### src/hw/rtl/mbg_ram.sv
// Generic single-port synchronous RAM with a registered read.
// Used for the carved map and the ancestor stack; no package needed.
`timescale 1ns / 1ps
`default_nettype none

module mbg_ram #(
    parameter int DW = 1,
    parameter int AW = 4
) (
    input  wire logic          clk,
    input  wire logic          we,
    input  wire logic [AW-1:0] addr,
    input  wire logic [DW-1:0] wdata,
    output logic      [DW-1:0] rdata
);

    logic [DW-1:0] mem [2**AW];

    // Write, and read with a registered output.
    always_ff @(posedge clk)
    begin
        if (we)
        begin
            mem[addr] <= wdata;
        end
        rdata <= mem[addr];
    end

endmodule

`default_nettype wire

### config.mk
export PLATFORM = sky130hd
export DESIGN_NAME = mbg_ram
export DESIGN_NICKNAME = d
export VERILOG_FILES = /design/src/hw/rtl/mbg_ram.sv
export SDC_FILE = /design/constraint.sdc
export NUM_CORES = 1
export LEC_CHECK = 0
export BUFFER_PORTS_ARGS = -buffer_cell sky130_fd_sc_hd__buf_2
export CORE_MARGIN = 10
export CORE_UTILIZATION = 40
export DETAILED_ROUTE_END_ITERATION = 10
export PLACE_DENSITY = 0.6
export SETUP_SLACK_MARGIN = 0.15
export SYNTH_ARGS = -nofsm -noshare
export SYNTH_HDL_FRONTEND = slang
export SYNTH_SLANG_ARGS = --single-unit
### constraint.sdc
create_clock -name clk -period 1.4 [get_ports clk]
set_clock_uncertainty 0.05 [all_clocks]
set_input_delay 0.28 -clock clk [delete_from_list [all_inputs] [get_ports clk]]
set_output_delay 0.28 -clock clk [all_outputs]
set_load 0.05 [all_outputs]
# Word level (Yosys, flattened, before mapping)
# Memory sizes are Yosys's and may differ from the RTL's. A register that Yosys moved wholly into a read port is not among the register bits.
# Cells that the tools add are included.
# W data, S select, Z words.
[totals]
reg_bits = 0
latchBits = 0
ram_bits = 16
mem_bits_ro = 0
in_bits = 7
out_inout_bits = 1
wordCells = 3
memories = 1
[op_classes]
add_sub_neg = 0
n_mul = 0
div_mod_pow = 0
order_cmp = 0
n_eq_ne = 0
shifts = 0
n_mux = 2
n_bitwise = 0
n_reduce_logical = 0
[memory_table]
columns = ["name", "words", "width", "rd", "rd_clocked_by_memory_dff", "write_ports", "line", "rtl"]
rows = [
  ["mem", 16, 1, 1, 1, 1, "17", "logic [DW-1:0] mem [2**AW];"],
]
[op_table]
columns = ["cell", "n"]
rows = [
  ["$mux W1", 2],
]

# Logic depth before layout (Yosys ltp)
[depth]
depth_word = 2
ltp_mapped = 4
mapped_depth_nobuf = 3

# Worst setup path before layout
# No wires, ideal clock.
[synth_path]
path_type = "input-to-reg"
startpoint = "in addr[0]"
endpoint = "reg rdata (read register of mem)"
setup_time_ns = 0.122
t_arrival_ns = 1.112
required_time_ns = 1.228
setup_slack_ns = 0.117
stages = 4
n_path_buf = 1
path_cell_list = "buf_6 -> mux4_1 -> mux2i_1 -> mux2i_1"
[synth_rtl]
columns = ["element", "line", "rtl"]
rows = [
  ["start: declaration", "12", "input wire logic [AW-1:0] addr,"],
  ["end: declaration", "14", "output logic [DW-1:0] rdata"],
]

==> impl_metrics.env <==
export IMPL_fillers=175
export IMPL_area_growth_pct=13.8
export IMPL_worstPathRequired_ps=1530
export IMPL_final_min_clock_period_ps=1240
export IMPL_crit_path_end_kind="flip-flop"
export IMPL_gp_congestion=0.726
export IMPL_layout_drive_gt1_share_pct=34.9
export IMPL_synth_top_area_share_pct=63.0
export IMPL_grt_max_degree=17
export IMPL_drv_slew=0
export IMPL_ys_warn_count=0
export IMPL_regToRegSetupSlack_ps=160
export IMPL_grt_pass1_wl_mm=2.23
export IMPL_postPlaceCellArea_sq_um=845
export IMPL_detail_route_iter0_violations=18
export IMPL_cts_max_path_buffers=2
export IMPL_maxCapViolations=0
export IMPL_dp_hpwl_um=947
export IMPL_fin_nets=71
export IMPL_diodes=0
export IMPL_firstDrtPassIters=4
export IMPL_design_area_sq_um=868
export IMPL_synthAdderAreaFrac_pct=0
export IMPL_ys_seq_area_share_pct=65.6
export IMPL_grt_usage_pct=7.21
export IMPL_dieArea_sq_um=4060
export IMPL_critPathArrivalTime_ps=1360
export IMPL_syn_area_sq_um=763
export IMPL_synth_top_family_by_area="multiplexers"
export IMPL_worstMarginPinSlew_ps=253
export IMPL_vdd_drop_max_uv=653
export IMPL_r2r_start="mem[13]$_DFFE_PP_"
export IMPL_rsz0062_at_grt="yes"
export IMPL_synth_xor_area_share_pct=0
export IMPL_port_buffers=7
export IMPL_synthTopCellsByArea="edfxtp_1 (63%), mux4_1 (14%), nor2_1 (5.9%)"
export IMPL_hold_violations=0
export IMPL_cts_tree="yes"
export IMPL_root_buffer="clkbuf_4"
export IMPL_rows=15
export IMPL_whs_ps=261
export IMPL_syn_area_per_cell_sq_um=15.6
export IMPL_design_core_area_sq_um=1760
export IMPL_pin_count=8
export IMPL_r2r_end="rdata$_DFF_P_"
export IMPL_ys_ff_latch=17
export IMPL_grt_pass1_vias=450
export IMPL_wl_per_cell_um=15.1
export IMPL_htreeDepth=1
export IMPL_p_leak_nw=0.300
export IMPL_power_total_uw=929
export IMPL_final_antenna_net_count=0
export IMPL_syn_inst=49
export IMPL_slew_headroom_pct=83.3
export IMPL_cts_clk_slew_worst_paths_ps=100
export IMPL_power_density_nw_per_um2=1070
export IMPL_viasPerCell=5.08
export IMPL_initial_core_util_pct=43.3
export IMPL_dieWidth_um=63.7
export IMPL_ctsHoldBuffers=0
export IMPL_cts_num_sinks=17
export IMPL_routed_wl_mm=1.33
export IMPL_hp_start="addr[2]"
export IMPL_synth_cell_types=14
export IMPL_crit_path_start_kind="flip-flop"
export IMPL_cp_max_fo=1
export IMPL_max_freq_mhz=808
export IMPL_critPathKind="flip-flop to flip-flop"
export IMPL_grt_antenna_before_repair=0
export IMPL_fin_crit_sh_pct=88.4
export IMPL_holdPathEnd="rdata$_DFF_P_"
export IMPL_drc=0
export IMPL_synth_nets=56
export IMPL_gr_total_overflow=0
export IMPL_hold_depth=3
export IMPL_fp_dieH_um=63.7
export IMPL_synthMuxAreaShare_pct=17.7
export IMPL_vias=447
export IMPL_setup_viol=0
export IMPL_yosysTopAreaCell="edfxtp_1"
export IMPL_clkLatencyLatePin_ps=290
export IMPL_hp_class="input pin to flip-flop"
export IMPL_r2r_cells=3
export IMPL_synth_compound_area_share_pct=0
export IMPL_cts_made_buffers=3
export IMPL_synthSimpleGateAreaFrac_pct=14.6
export IMPL_outcome="complete, no violations"
worst max path at each step:
stage | startpoint | to | slack (ps)
6_report | mem[13]$_DFFE_PP_ | rdata$_DFF_P_ | 160
5_1_grt | mem[13]$_DFFE_PP_ | rdata$_DFF_P_ | 90
4_1_cts | mem[13]$_DFFE_PP_ | rdata$_DFF_P_ | 150
3_5_place_dp | addr[0] | rdata$_DFF_P_ | -70
3_3_place_gp | addr[0] | rdata$_DFF_P_ | -40
2_1_floorplan | addr[2] | mem[0]$_DFFE_PP_ | 150
kinds of logic (layout without fill, tap and decap cells):
logic type / count (synthesis) / after routing
and+or+nand+nor: 23 / 23
buffers and inverters: 2 / 16
DFF: 17 / 17
muxes: 7 / 7
layer usage:
layer | vias up | global-route usage, % | part of all wire (%) | routed length (um)
met4 | 0 | 4.10 | 0.90 | 12
met1 | 220 | 9.15 | 46 | 615
met3 | 2 | 3.00 | 6.2 | 83
met5 | - | 0 | 0 | 0
li1 | 212 | - | - | -
met2 | 13 | 9.92 | 47 | 620
Yosys cell counts, drive strengths merged:
cell type and instances:
edfxtp 16, nor2 12, mux4 4, nor3 4
mux2i 3, buf 2, nand3b 2, dfxtp 1
nand2 1, nand2b 1, nand3 1, or2b 1
or3b 1
cell usage in the layout, fill, tap and decap left out, drive strengths merged:
cell type and count:
edfxtp 16, nor2 12, buf 12, mux4 4, nor3 4, mux2i 3, clkbuf 3, nand3b 2
nand2 1, nand3 1, nand2b 1, or2b 1, or3b 1, clkinv 1, dfxtp 1
critical path: stages, from the launching register on:
cell	delay [ps]
edfxtp_1	390
mux4_2	450
mux2i_1	140
mux2i_1	90
final cells by class:
class	count	area (sq um)	share of cell area (%)
clock inverters	1	5.00	0.576
clock buffers	3	22.5	2.59
multi-input cells	30	236	27.2
well taps	25	31.3	3.60
flip-flops and latches	17	500	57.6
repair buffers	12	72.6	8.36
repair_timing:
| action | 4_1_cts | 5_1_grt |
|---|---|---|
| setup buffers | 0 | 0 |
| gates resized for setup | 1 | 0 |
| endpoints found under the setup margin | 1 | 1 |
state kept, by name (all words and copies together), names as in the netlist:
signal,count
mem,16
rdata,1
where the power goes:
part / internal, mW / total, mW / switching, mW / leakage [nW]
logic: 0.0414 / 0.0986 / 0.0573 / 0.130
registers: 0.568 / 0.571 / 0.00286 / 0.153
clock network: 0.106 / 0.259 / 0.153 / 0.0177
per-stage QoR:
stage / TNS (ps) / std cells / util [%] / worst slack [ps]
after global placement: -40.1 / 84 / 47.9 / -40.1
final: 0 / 88 / 49.2 / 163
after floorplan: 0 / 49 / - / 152
after detailed placement: -84.5 / 84 / 47.9 / -74.4
after global routing: 0 / 88 / 49.2 / 94.8
after CTS: 0 / 88 / 49.2 / 152
(Power assumes the default switching activity.)
